File: config.mk
export PLATFORM = sky130hd
export DESIGN_NAME = priority_alarm_beep_sequencer_core
export DESIGN_NICKNAME = d
export VERILOG_FILES = /design/src/hw/rtl/pabs_pkg.sv /design/src/hw/rtl/priority_alarm_beep_sequencer_core.sv /design/src/hw/rtl/pabs_cell.sv /design/src/hw/rtl/pabs_player.sv
export SDC_FILE = /design/constraint.sdc
export NUM_CORES = 2
export LEC_CHECK = 0
export BUFFER_PORTS_ARGS = -buffer_cell sky130_fd_sc_hd__buf_2
export CAP_MARGIN = 30
export CORE_ASPECT_RATIO = 1.1
export CORE_MARGIN = 2
export CORE_UTILIZATION = 36
export CTS_CLUSTER_DIAMETER = 60
export DETAILED_ROUTE_END_ITERATION = 7
export PLACE_DENSITY = 0.54
export SLEW_MARGIN = 20
export SYNTH_ARGS = -nofsm -noshare
export SYNTH_HDL_FRONTEND = slang
export SYNTH_SLANG_ARGS = --single-unit
File: constraint.sdc
create_clock -name clk_i -period 16.45 [get_ports clk_i]
set_input_delay 2.4675 -clock clk_i [delete_from_list [all_inputs] [get_ports clk_i]]
set_output_delay 2.4675 -clock clk_i [all_outputs]
set_load 0.01 [all_outputs]
File: src/hw/rtl/pabs_pkg.sv
// Shared types and constants of the priority alarm beep sequencer.
`default_nettype none

package pabs_pkg;

  // Queue geometry
  localparam int unsigned QUEUE_DEPTH = 8;
  localparam int unsigned CNT_W       = $clog2(QUEUE_DEPTH + 1);

  // Request function codes
  typedef enum logic [1:0] {
    FN_TICK  = 2'd0,
    FN_TRIG  = 2'd1,
    FN_CLEAR = 2'd2,
    FN_STOP  = 2'd3
  } func_e;

  // Result status codes
  typedef enum logic [1:0] {
    STS_DONE = 2'd0,
    STS_DUP  = 2'd1,
    STS_FULL = 2'd2,
    STS_MISS = 2'd3
  } status_e;

  // Beep pattern phases
  typedef enum logic [1:0] {
    PH_START = 2'd0,
    PH_ON    = 2'd1,
    PH_GAP   = 2'd2,
    PH_PAUSE = 2'd3
  } phase_e;

  // Top level control states
  typedef enum logic [1:0] {
    S_IDLE   = 2'd0,
    S_EXEC   = 2'd1,
    S_REPORT = 2'd2
  } ctl_state_e;

  // Operation applied to every cell of the queue chain
  typedef enum logic [1:0] {
    CELL_HOLD   = 2'd0,
    CELL_INSERT = 2'd1,
    CELL_REMOVE = 2'd2
  } cell_op_e;

  // One queued alarm
  typedef struct packed {
    logic [7:0]  tag;
    logic [15:0] on_time;
    logic [15:0] gap_time;
    logic [7:0]  beeps;
    logic [15:0] pause_time;
    logic [15:0] limit;
    logic [7:0]  urg;
  } entry_t;

  // Broadcast control to the cell chain
  typedef struct packed {
    cell_op_e   op;
    logic [7:0] key;
    entry_t     ent;
  } cell_ctl_t;

  // Control into the pattern player
  typedef struct packed {
    logic step;
    logic first;
    logic restart;
  } play_ctl_t;

  // Result of one player step
  typedef struct packed {
    logic fin;
    logic level;
    logic drop;
  } play_res_t;

endpackage

`default_nettype wire

File: src/hw/rtl/priority_alarm_beep_sequencer_core.sv
// Top level of the priority alarm beep sequencer: control, cell chain, player.
//
//  channel | direction | handshake                | payload
//  --------+-----------+--------------------------+----------------------------------------
//  in      | input     | in_valid_i / in_ready_o   | func_i, alarm_tag_i, pattern, urgency_i
//  out     | output    | out_valid_o / out_ready_i | buzzer_level_o, queue_busy_o,
//          |           |                          | tag_present_o, command_status_o,
//          |           |                          | entries_held_o
//
//  A command passes through capture, one chain update and report before its result.
//  A tick walks the player one pattern phase per cycle, at most 16 phases per tick.
//  Reset empties the queue and puts the pattern at the start of the first beep.
//  A result waits in the output register; the next item is taken once it is loaded.
`default_nettype none

module priority_alarm_beep_sequencer_core (
  input  logic        clk_i,
  input  logic        rst_ni,
  input  logic        in_valid_i,
  output logic        in_ready_o,
  input  logic [1:0]  func_i,
  input  logic [7:0]  alarm_tag_i,
  input  logic [15:0] beep_on_time_i,
  input  logic [15:0] beep_gap_time_i,
  input  logic [7:0]  beeps_per_cycle_i,
  input  logic [15:0] cycle_pause_time_i,
  input  logic [15:0] cycle_limit_i,
  input  logic [7:0]  urgency_i,
  output logic        out_valid_o,
  input  logic        out_ready_i,
  output logic        buzzer_level_o,
  output logic        queue_busy_o,
  output logic        tag_present_o,
  output logic [1:0]  command_status_o,
  output logic [3:0]  entries_held_o
);
  import pabs_pkg::*;

  ctl_state_e       state_q, state_d;
  func_e            req_func_q;
  logic [7:0]       req_tag_q;
  entry_t           req_ent_q;
  logic             first_q, first_d;
  logic [CNT_W-1:0] count_q, count_d;
  logic             level_q, level_d;
  status_e          status_q, status_d;

  logic             out_valid_q, out_valid_d;
  logic             out_level_q, out_busy_q, out_present_q;
  status_e          out_status_q;
  logic [3:0]       out_held_q;

  cell_ctl_t        cell_ctl;
  play_ctl_t        play_ctl;
  play_res_t        play_res;
  logic             shl_head;
  logic             load_out;
  logic             in_xfer;
  logic             any_hit;
  logic             is_full;
  logic             is_empty;

  entry_t           ent      [QUEUE_DEPTH];
  logic             gt       [QUEUE_DEPTH];
  logic             hit      [QUEUE_DEPTH];
  logic             shl      [QUEUE_DEPTH+1];
  logic [QUEUE_DEPTH-1:0] hit_vec;

  assign in_ready_o = (state_q == S_IDLE);
  assign in_xfer    = in_valid_i && in_ready_o;
  assign is_full    = (count_q == CNT_W'(QUEUE_DEPTH));
  assign is_empty   = (count_q == '0);
  assign any_hit    = |hit_vec;
  assign shl[0]     = shl_head;

  // Cell chain
  for (genvar i = 0; i < QUEUE_DEPTH; i++) begin : g_cell
    entry_t left_ent, right_ent;
    logic   left_gt;

    assign left_ent   = (i == 0) ? ent[i] : ent[(i == 0) ? 0 : i-1];
    assign left_gt    = (i == 0) ? 1'b0 : gt[(i == 0) ? 0 : i-1];
    assign right_ent  = (i == QUEUE_DEPTH-1) ? ent[i]
                      : ent[(i == QUEUE_DEPTH-1) ? i : i+1];
    assign hit_vec[i] = hit[i];

    pabs_cell u_cell (
      .clk_i       (clk_i),
      .ctl_i       (cell_ctl),
      .occ_i       (CNT_W'(i) < count_q),
      .at_count_i  (CNT_W'(i) == count_q),
      .left_ent_i  (left_ent),
      .left_gt_i   (left_gt),
      .right_ent_i (right_ent),
      .shl_i       (shl[i]),
      .ent_o       (ent[i]),
      .gt_o        (gt[i]),
      .hit_o       (hit[i]),
      .shl_o       (shl[i+1])
    );
  end

  // Pattern player on the head cell
  pabs_player u_player (
    .clk_i   (clk_i),
    .rst_ni  (rst_ni),
    .ctl_i   (play_ctl),
    .empty_i (is_empty),
    .head_i  (ent[0]),
    .res_o   (play_res)
  );

  // Next state
  always_comb begin
    state_d = state_q;
    unique case (state_q)
      S_IDLE: begin
        if (in_xfer) begin
          state_d = S_EXEC;
        end
      end
      S_EXEC: begin
        if (req_func_q != FN_TICK || play_res.fin) begin
          state_d = S_REPORT;
        end
      end
      S_REPORT: begin
        if (!out_valid_q || out_ready_i) begin
          state_d = S_IDLE;
        end
      end
      default: state_d = S_IDLE;
    endcase
  end

  // Control outputs
  always_comb begin
    cell_ctl.op  = CELL_HOLD;
    cell_ctl.key = req_tag_q;
    cell_ctl.ent = req_ent_q;
    shl_head     = 1'b0;
    play_ctl     = '0;
    count_d      = count_q;
    level_d      = level_q;
    status_d     = status_q;
    first_d      = first_q;
    load_out     = 1'b0;
    unique case (state_q)
      S_IDLE: begin
        first_d = 1'b1;
      end
      S_EXEC: begin
        status_d = STS_DONE;
        level_d  = 1'b0;
        unique case (req_func_q)
          FN_TICK: begin
            play_ctl.step  = 1'b1;
            play_ctl.first = first_q;
            first_d        = 1'b0;
            level_d        = play_res.level;
            if (play_res.drop) begin
              cell_ctl.op = CELL_REMOVE;
              shl_head    = 1'b1;
              count_d     = count_q - CNT_W'(1);
            end
          end
          FN_TRIG: begin
            if (any_hit) begin
              status_d = STS_DUP;
            end else if (is_full) begin
              status_d = STS_FULL;
            end else begin
              cell_ctl.op      = CELL_INSERT;
              count_d          = count_q + CNT_W'(1);
              play_ctl.restart = gt[0] || is_empty;
            end
          end
          FN_CLEAR: begin
            if (!any_hit) begin
              status_d = STS_MISS;
            end else begin
              cell_ctl.op      = CELL_REMOVE;
              count_d          = count_q - CNT_W'(1);
              play_ctl.restart = hit[0];
            end
          end
          FN_STOP: begin
            count_d          = '0;
            play_ctl.restart = 1'b1;
          end
          default: status_d = STS_DONE;
        endcase
      end
      S_REPORT: begin
        load_out = !out_valid_q || out_ready_i;
      end
      default: first_d = 1'b1;
    endcase
  end

  assign out_valid_d = load_out ? 1'b1 : (out_ready_i ? 1'b0 : out_valid_q);

  // Control registers
  always_ff @(posedge clk_i or negedge rst_ni) begin
    if (!rst_ni) begin
      state_q     <= S_IDLE;
      count_q     <= '0;
      first_q     <= 1'b1;
      out_valid_q <= 1'b0;
    end else begin
      state_q     <= state_d;
      count_q     <= count_d;
      first_q     <= first_d;
      out_valid_q <= out_valid_d;
    end
  end

  // Request capture and result payload
  always_ff @(posedge clk_i) begin
    level_q  <= level_d;
    status_q <= status_d;
    if (in_xfer) begin
      req_func_q           <= func_e'(func_i);
      req_tag_q            <= alarm_tag_i;
      req_ent_q.tag        <= alarm_tag_i;
      req_ent_q.on_time    <= beep_on_time_i;
      req_ent_q.gap_time   <= beep_gap_time_i;
      req_ent_q.beeps      <= beeps_per_cycle_i;
      req_ent_q.pause_time <= cycle_pause_time_i;
      req_ent_q.limit      <= cycle_limit_i;
      req_ent_q.urg        <= urgency_i;
    end
    if (load_out) begin
      out_level_q   <= level_q;
      out_busy_q    <= !is_empty;
      out_present_q <= any_hit;
      out_status_q  <= status_q;
      out_held_q    <= 4'(count_q);
    end
  end

  assign out_valid_o      = out_valid_q;
  assign buzzer_level_o   = out_level_q;
  assign queue_busy_o     = out_busy_q;
  assign tag_present_o    = out_present_q;
  assign command_status_o = out_status_q;
  assign entries_held_o   = out_held_q;

endmodule

`default_nettype wire

File: src/hw/rtl/pabs_cell.sv
// One queue cell: holds an alarm entry and shifts it to or from its neighbors.
`default_nettype none

module pabs_cell (
  input  logic               clk_i,
  input  pabs_pkg::cell_ctl_t ctl_i,
  input  logic               occ_i,
  input  logic               at_count_i,
  input  pabs_pkg::entry_t   left_ent_i,
  input  logic               left_gt_i,
  input  pabs_pkg::entry_t   right_ent_i,
  input  logic               shl_i,
  output pabs_pkg::entry_t   ent_o,
  output logic               gt_o,
  output logic               hit_o,
  output logic               shl_o
);
  import pabs_pkg::*;

  entry_t ent_q, ent_d;

  // Local compares against the broadcast key and urgency
  assign hit_o = occ_i && (ent_q.tag == ctl_i.key);
  assign gt_o  = occ_i && (ent_q.urg > ctl_i.ent.urg);
  assign shl_o = shl_i | hit_o;
  assign ent_o = ent_q;

  // Next content: take from a neighbor, take the new entry, or hold
  always_comb begin
    ent_d = ent_q;
    case (ctl_i.op)
      CELL_INSERT: begin
        if (left_gt_i) begin
          ent_d = left_ent_i;
        end else if (gt_o || at_count_i) begin
          ent_d = ctl_i.ent;
        end
      end
      CELL_REMOVE: begin
        if (shl_o) begin
          ent_d = right_ent_i;
        end
      end
      default: ent_d = ent_q;
    endcase
  end

  // Payload storage, no reset
  always_ff @(posedge clk_i) begin
    ent_q <= ent_d;
  end

endmodule

`default_nettype wire

File: src/hw/rtl/pabs_player.sv
// Pattern player: steps the head alarm's beep pattern one phase per cycle while a step is requested.
`default_nettype none

module pabs_player (
  input  logic                clk_i,
  input  logic                rst_ni,
  input  pabs_pkg::play_ctl_t ctl_i,
  input  logic                empty_i,
  input  pabs_pkg::entry_t    head_i,
  output pabs_pkg::play_res_t res_o
);
  import pabs_pkg::*;

  phase_e      phase_q, phase_d;
  logic [7:0]  beeps_q, beeps_d;
  logic [15:0] time_q, time_d;
  logic [15:0] cycles_q, cycles_d;
  logic        completed_q, completed_d;
  logic [3:0]  guard_q, guard_d;

  logic        completed;
  logic [3:0]  guard;
  logic [7:0]  nb;
  logic [15:0] nc;

  // One iteration of the tick loop
  always_comb begin
    phase_d     = phase_q;
    beeps_d     = beeps_q;
    time_d      = time_q;
    cycles_d    = cycles_q;
    completed_d = completed_q;
    guard_d     = guard_q;
    res_o       = '0;
    completed   = ctl_i.first ? 1'b0 : completed_q;
    guard       = ctl_i.first ? 4'd0 : guard_q;
    nb          = beeps_q;
    nc          = cycles_q;

    if (ctl_i.step) begin
      completed_d = completed;
      guard_d     = guard + 4'd1;
      if (empty_i) begin
        res_o.fin = 1'b1;
      end else if (phase_q != PH_START && time_q != 16'd0) begin
        time_d      = time_q - 16'd1;
        res_o.fin   = 1'b1;
        res_o.level = (phase_q == PH_ON);
      end else begin
        unique case (phase_q)
          PH_START: begin
            beeps_d = 8'd0;
            if (head_i.beeps != 8'd0) begin
              phase_d = PH_ON;
              time_d  = head_i.on_time;
            end else begin
              phase_d = PH_PAUSE;
              time_d  = head_i.pause_time;
            end
          end
          PH_ON: begin
            // both times zero: rest of the beeps take no time
            if (head_i.on_time == 16'd0 && head_i.gap_time == 16'd0) begin
              nb = head_i.beeps;
            end else if (beeps_q < head_i.beeps) begin
              nb = beeps_q + 8'd1;
            end
            beeps_d = nb;
            if (nb < head_i.beeps) begin
              phase_d = PH_GAP;
              time_d  = head_i.gap_time;
            end else begin
              phase_d = PH_PAUSE;
              time_d  = head_i.pause_time;
            end
          end
          PH_GAP: begin
            phase_d = PH_ON;
            time_d  = head_i.on_time;
          end
          PH_PAUSE: begin
            if (completed) begin
              // pattern already completed once in this tick: wait at the start
              phase_d   = PH_START;
              res_o.fin = 1'b1;
            end else begin
              completed_d = 1'b1;
              nc = (cycles_q != 16'hFFFF) ? cycles_q + 16'd1 : cycles_q;
              phase_d = PH_START;
              beeps_d = 8'd0;
              time_d  = 16'd0;
              if (head_i.limit != 16'd0 && nc >= head_i.limit) begin
                res_o.drop = 1'b1;
                cycles_d   = 16'd0;
              end else begin
                cycles_d = nc;
              end
            end
          end
          default: phase_d = PH_START;
        endcase
      end
      // loop bound of sixteen iterations
      if (!res_o.fin && !res_o.drop && guard == 4'd15) begin
        res_o.fin = 1'b1;
      end
    end

    // new head from a command
    if (ctl_i.restart) begin
      phase_d  = PH_START;
      beeps_d  = 8'd0;
      time_d   = 16'd0;
      cycles_d = 16'd0;
    end
  end

  // Pattern state
  always_ff @(posedge clk_i or negedge rst_ni) begin
    if (!rst_ni) begin
      phase_q     <= PH_START;
      beeps_q     <= 8'd0;
      time_q      <= 16'd0;
      cycles_q    <= 16'd0;
      completed_q <= 1'b0;
      guard_q     <= 4'd0;
    end else begin
      phase_q     <= phase_d;
      beeps_q     <= beeps_d;
      time_q      <= time_d;
      cycles_q    <= cycles_d;
      completed_q <= completed_d;
      guard_q     <= guard_d;
    end
  end

endmodule

`default_nettype wire

### Word-level counts from Yosys, hierarchy flattened

Index checks and enable logic that the tools add are counted.
W data, S select, Z words.

| operators by class | value |
|---|---|
| add/sub/neg operators | 6 |
| $lt $le $gt $ge | 19 |
| equality and inequality tests | 55 |
| multiplexer cells | 116 |
| bitwise operators | 8 |
| reduce and logical (&&, ||, !) cells | 70 |

Operator list:

| operator | number |
|---|---|
| $mux W88 | 22 |
| $pmux W88 S2 | 7 |
| $mux W16 | 15 |
| $mux W8 | 11 |
| $eq A8 B8 Y1 | 8 |
| $gt A8 B8 Y1 | 8 |
| $pmux W16 S4 | 1 |
| $mux W2 | 17 |
| $logic_not A16 Y1 | 2 |
| $reduce_bool A16 Y1 | 2 |
| $reduce_and A3 Y1 | 10 |
| $mux W1 | 28 |
| $pmux W8 S3 | 1 |
| $logic_and A1 B1 Y1 | 22 |
| $mux W4 | 5 |
| $ne A2 B2 Y1 const B | 10 |
| $ne A2 B1 Y1 const B | 9 |
| $ne A3 B1 Y1 const B | 6 |
| $add A16 B1 Y16 const B | 1 |
| $eq A3 B4 Y1 const A | 4 |
| $ge A16 B16 Y1 | 1 |
| $lt A3 B4 Y1 const A | 4 |
| $lt A8 B8 Y1 | 2 |
| $ne A16 B16 Y1 const B | 1 |
| 32 further kinds | 77 |

| storage, ports and cells | value |
|---|---|
| flip-flop bits (word level) | 861 |
| bits of input ports | 94 |
| output and inout port bits | 11 |
| logic and storage cells | 355 |

### Depth between registers and ports, before layout

| depth | value |
|---|---|
| depth in word-level cells | 30 |
| gate-level depth with buffers | 25 |
| gate-level depth less buffers | 22 |

### Modules after synthesis

From an unflattened synthesis, not the netlist that was laid out.

| unflattened totals | value |
|---|---|
| cell total of the unflattened synthesis | 4180 |
| area, all modules | 48444.0 µm² |

Modules (own cells, without submodules):

| module | times used | cells each | area each (µm²) | seq. area each (µm²) |
|---|---|---|---|---|
| pabs_cell | 8 | 429 | 4984.8 | 2642.5 |
| pabs_player | 1 | 535 | 4549.4 | 1176.1 |
| priority_alarm_beep_sequencer_core | 1 | 213 | 4016.4 | 3264.4 |

### Worst setup path before layout

OpenSTA, ideal clock, no wires.

| path | value |
|---|---|
| path type | register to register |
| from | register u_player.cycles_q[5] |
| to | register g_cell[2].u_cell.ent_q (netlist bit g_cell[2].u_cell.ent_o[0]) (enable) |
| setup time | 0.693 ns |
| data arrival time | 10.673 ns |
| data required time | 15.757 ns |
| slack | 5.084 ns |
| stages on the path, launching flop included | 22 |
| buffers on the path | 2 |
| clock period less this slack | 11.366 ns |
| path through | dfrtp_1 > and3_1 > and4_1 > nand4_1 > nor2b_1 > nand3_1 > xnor2_1 > ha_1 > a21o_1 > a21o_1 > a2111oi_0 > o31ai_1 > nand3_1 > a211o_1 > inv_1 > ha_1 > clkbuf_1 > clkbuf_1 > nand2b_1 > nand2b_1 > nor2_1 > a311oi_1 |

| between the ends | value |
|---|---|
| cells in the longest elaborated chain, start to end | 19 |
| elaborated cells on any way between the ends | 27 |
| classes of those cells | 1 x add/sub; 1 x order compare; 5 x eq/ne; 14 x mux; 3 x bitwise; 3 x reduce/logical |

Ends and longest elaborated chain:

| element | line | RTL |
|---|---|---|
| start, declared | pabs_player.sv:17 | `logic [15:0] cycles_q, cycles_d;` |
| start signal, assigned | pabs_player.sv:131 | `cycles_q <= cycles_d;` |
| $add A16 B1 Y16 / $ne A16 B16 Y1 (equally long branches) | pabs_player.sv:88 | `nc = (cycles_q != 16'hFFFF) ? cycles_q + 16'd1 : cycles_q;` |
| $mux W16 (*) | pabs_player.sv:88 |  |
| $ge A16 B16 Y1 (*) | pabs_player.sv:92 | `if (head_i.limit != 16'd0 && nc >= head_i.limit) begin` |
| $logic_and A1 B1 Y1 (*) | pabs_player.sv:92 |  |
| $mux W1 (*) | pabs_player.sv:92 |  |
| $mux W1 (*) | pabs_player.sv:82 | `if (completed) begin` |
| $mux W1 (*) | pabs_player.sv:50 | `unique case (phase_q)` |
| $mux W1 (*) | pabs_player.sv:45 | `end else if (phase_q != PH_START && time_q != 16'd0) begin` |
| $mux W2 (*) | pabs_player.sv:43 | `if (empty_i) begin` |
| $mux W2 (*) | pabs_player.sv:40 | `if (ctl_i.step) begin` |
| $mux W3 (*) | pabs_player.sv:40 |  |
| $mux W1 | priority_alarm_beep_sequencer_core.sv:161 | `if (play_res.drop) begin` |
| $mux W1 | priority_alarm_beep_sequencer_core.sv:155 | `unique case (req_func_q)` |
| $mux W1 | priority_alarm_beep_sequencer_core.sv:148 | `unique case (state_q)` |
| $or A1 B1 Y1 (3 in a row) | pabs_cell.sv:25 | `assign shl_o = shl_i \| hit_o;` |
| $ne A2 B1 Y1 (no source line) | - |  |
| $reduce_and A3 Y1 (no source line) (*) | - |  |
| end signal, assigned | pabs_cell.sv:50 | `ent_q <= ent_d;` |
| end, declared | pabs_cell.sv:20 | `entry_t ent_q, ent_d;` |

Every way passes the cells marked *; elsewhere a longest branch is shown, timed or not. The select of a mux whose other input is x is not followed.
A chain may end at the register's enable or synchronous reset.

### Worst setup path after layout

| path | value |
|---|---|
| from | register u_player.cycles_q[2] |
| to | register g_cell[5].u_cell.ent_q (netlist bit g_cell[5].u_cell.ent_o[42]) (enable) |

| between the ends | value |
|---|---|
| cells in the longest elaborated chain, start to end | 22 |
| elaborated cells on any way between the ends | 30 |
| classes of those cells | 1 x add/sub; 1 x order compare; 5 x eq/ne; 14 x mux; 6 x bitwise; 3 x reduce/logical |

Ends and longest elaborated chain:

| element | line |
|---|---|
| $add A16 B1 Y16 / $ne A16 B16 Y1 (equally long branches) | pabs_player.sv:88 |
| $mux W16 (*) | pabs_player.sv:88 |
| $ge A16 B16 Y1 (*) | pabs_player.sv:92 |
| $logic_and A1 B1 Y1 (*) | pabs_player.sv:92 |
| $mux W1 (*) | pabs_player.sv:92 |
| $mux W1 (*) | pabs_player.sv:82 |
| $mux W1 (*) | pabs_player.sv:50 |
| $mux W1 (*) | pabs_player.sv:45 |
| $mux W2 (*) | pabs_player.sv:43 |
| $mux W2 (*) | pabs_player.sv:40 |
| $mux W3 (*) | pabs_player.sv:40 |
| $mux W1 | priority_alarm_beep_sequencer_core.sv:161 |
| $mux W1 | priority_alarm_beep_sequencer_core.sv:155 |
| $mux W1 | priority_alarm_beep_sequencer_core.sv:148 |
| $or A1 B1 Y1 (6 in a row) | pabs_cell.sv:25 |
| $ne A2 B1 Y1 (no source line) | - |
| $reduce_and A3 Y1 (no source line) (*) | - |
| end signal, assigned | pabs_cell.sv:50 |
| end, declared | pabs_cell.sv:20 |

Marked as above.

==> key figures <==
GRT
  • First-pass GRT wire length: 180000 um
  • Gr ovfl total: 0
  • Total track usage: 0.180
  • Largest net degree at the start of global routing: 290
  • Initial antenna violation count: 3
  • Vias in the first global route: 29100

Logic synthesis
  • Sequential-to-total area share from yosys stat: 0.573
  • Post-synth top area share: 0.542
  • Flop and latch count out of synthesis: 861
  • Asr flop ratio synth: 0.0639
  • Syn Nets: 3994
  • Yosys cell types: 79
  • Synth Cell Area: 0.0447 mm2
  • Area leader, netlist: edfxtp_1
  • Synthesis Warnings: 0
  • Ys flop type: edfxtp_1
  • Synthesized instance count: 3791
  • Syn avg cell area: 11.8 um2
  • Largest cells by area after synthesis: edfxtp_1 (54%), mux2i_1 (12%), o21ai_0 (6.5%)
  • EDFF count, synth: 806

Clocking
  • CTS tree: yes
  • CTS max path bufs: 3
  • Hold Buf Count CTS: 0
  • H-tree level count: 3
  • Clk root buf: clkbuf_16
  • Clk slew on worst S/H paths: 60 ps
  • Post-CTS setup buffer count: 0
  • CTS sink count: 861
  • Post_cts resized: 0
  • Worst skew pair latency: 690 ps
  • CTS Buf Count: 107

Detailed routing
  • Routed WL per cell: 20.9 um
  • Vias: 29800
  • Vias per inst: 5.37
  • Routed WL: 116000 um
  • Drt pass-1 iters: 5
  • Post-route ant nets: 0
  • Number of remaining DRC errors: 0
  • Iter 0 DRT Violations: 2413

Placed design
  • Count of input and output buffers: 104
  • Post-DP HPWL: 70100 um
  • Final GP Congestion: 0.832

Setup path
  • Worst Path Max Fanout: 43
  • CP Launch Point: u_player.cycles_q[2]$_DFFE_PN0P_
  • CP Launch Type: flop
  • Worst Setup Path Type: flop to flop
  • Worst EP arrival: 7120 ps
  • Critical path data required time: 16760 ps
  • Critical Path Sink Type: flop
  • Origin of the critical flop-to-flop path: u_player.cycles_q[2]$_DFFE_PN0P_

Finish
  • Total Nets Final: 4021
  • Layout cell share with drive strength beyond 1: 0.135
  • Area growth from synthesis to layout: 13.3%
  • Final core occ: 0.411

Timing
  • Clk_skew: 28.2 ps
  • Slew HR: 0.307
  • Final-report hold violation count: 0
  • Setup TNS: 0 ps
  • Final setup viols: 0
  • Worst-Margin Slew: 1040 ps
  • Period utilisation layout: 0.414
  • RSZ-0062 raised after global routing: no
  • Final Max Slew Viols: 0
  • Post-route minimum period: 6810 ps
  • Fmax: 147 MHz

Die
  • Floorplan row count: 135
  • Initial Utilization: 0.363
  • Ports: 105
  • Core area: 0.123 mm2
  • Die width: 340 um
  • Die H: 373 um
  • Die area: 0.127 mm2

Status
  • Status: finished, final reports clean

Worst hold path
  • Hold Crit Start: g_cell[7].u_cell.ent_o[62]$_DFFE_PP_
  • Worst min path class: flop to flop

Power
  • VDD IR max: 0.130 mV
  • Leak pwr: 0.0175 uW
  • Pwr Density: 149 mW/mm2

Flow run
  • Max-Cap Viols: 0
[logic make-up after synthesis]
group,count (synthesis),synth area share
simple gates,908,0.0885
flops,861,0.573
compound gates,835,0.105
mux,683,0.158
buf+inv,304,0.0274
fa+ha+maj,109,0.0305
xor+xnor,91,0.0178
[layer usage]
layer | wire length (um) | part of all wire | track usage | vias up
li1 | - | - | - | 14100
met1 | 55000 | 0.47 | 0.257 | 14800
met2 | 53700 | 0.46 | 0.286 | 685
met3 | 5040 | 0.043 | 0.0236 | 158
met4 | 2480 | 0.021 | 0.0497 | 4
met5 | 27 | 0.00023 | 0 | -
[per-stage QoR]
step	instances	total power [uW]	cell area [um2]	hold slack (ps)	setup WS (ps)
final	5550	7530	50600	523	9640
after CTS	5543	7610	50400	499	9230
after floorplan	3791	4570	44700	400	5080
after global placement	5343	5160	46800	491	9340
after global routing	5549	7920	50600	517	9170
after detailed placement	5347	5200	46900	493	9290
[path summary, 6_finish.rpt]
path	to	slack, ps	cells after the start
min	g_cell[6].u_cell.ent_o[62]$_DFFE_PP_	520	2
max	g_cell[5].u_cell.ent_o[42]$_DFFE_PP_	9640	21
max in group asynchronous	u_player.beeps_q[2]$_DFFE_PN0P_	13910	2
min reg2reg	g_cell[6].u_cell.ent_o[62]$_DFFE_PP_	520	2
max reg2reg	g_cell[5].u_cell.ent_o[42]$_DFFE_PP_	9640	21
min in group asynchronous	out_valid_o$_DFFE_PN0P_	1950	2
[synthesized netlist by cell type (24+ instances only)]
master	n
inv_1	58
xnor2_1	47
edfxtp_1	806
nand3_1	34
dfrtp_1	54
nor3_1	28
buf_2	54
nand2_1	628
buf_1	25
ha_1	109
xor2_1	44
clkbuf_1	161
mux2i_1	518
mux2_2	164
nor2_1	73
nor4_1	24
nand4_1	26
a21oi_1	79
o21ai_0	583
[cell type report]
class	instances	area (um2)
flip-flops and latches	861	25600
fillers	11700	72500
multi-input cells	2626	18000
well taps	1644	2060
inverters	61	229
diodes	1	2.50
clock inverters	58	589
repair buffers	161	1150
clock buffers	138	2950
[state kept, by name, summed over array words and instances, names as in the netlist, 4 cells and up]
name	count
u_player.beeps_q	8
u_player.guard_q	4
count_q	4
entries_held_o	4
u_player.cycles_q	16
g_cell.u_cell.ent_o	704
u_player.time_q	16
cell_ctl	88
[worst max-delay path, cell delays in order (launching register included)]
cell,delay [ps]
dfrtp_1,450
and3_1,220
and4_1,240
nand4_1,210
nor2b_1,390
nand3_1,200
xnor2_1,200
ha_1,270
a21o_1,180
a21o_1,170
a2111oi_0,870
o31ai_1,330
nand3_1,200
a211o_1,160
inv_1,70
ha_4,260
nand2b_1,120
a21oi_1,80
nand3b_1,180
o32ai_1,140
nor2_4,650
buf_4,790
[cell usage in the layout, fill, tap and decap left out, types with 14 or more instances in the layout]
master     instances
mux2i_1          518
xnor2_1           47
nor3_1            24
nor2b_1           16
edfxtp_1         806
ha_1             108
dfrtp_1           54
clkbuf_16        110
buf_4             44
nor4_1            24
a21o_1            23
buf_2            104
o21ai_0          583
clkinv_1          18
nor2_1            70
a21oi_1           78
nand3_1           34
o31ai_1           16
mux2_2           164
clkbuf_1          19
nand2_1          627
o21ai_1           15
xor2_1            44
inv_1             58
nand2b_1          14
nand4_1           26
[report_power, final]
group | total, uW | internal [uW] | switching (uW)
clock | 2380 | 1420 | 960
sequential | 3150 | 2870 | 280
combinational | 2000 | 823 | 1180
total | 7530 | 5110 | 2420
Power figures use the tool's default switching activity.
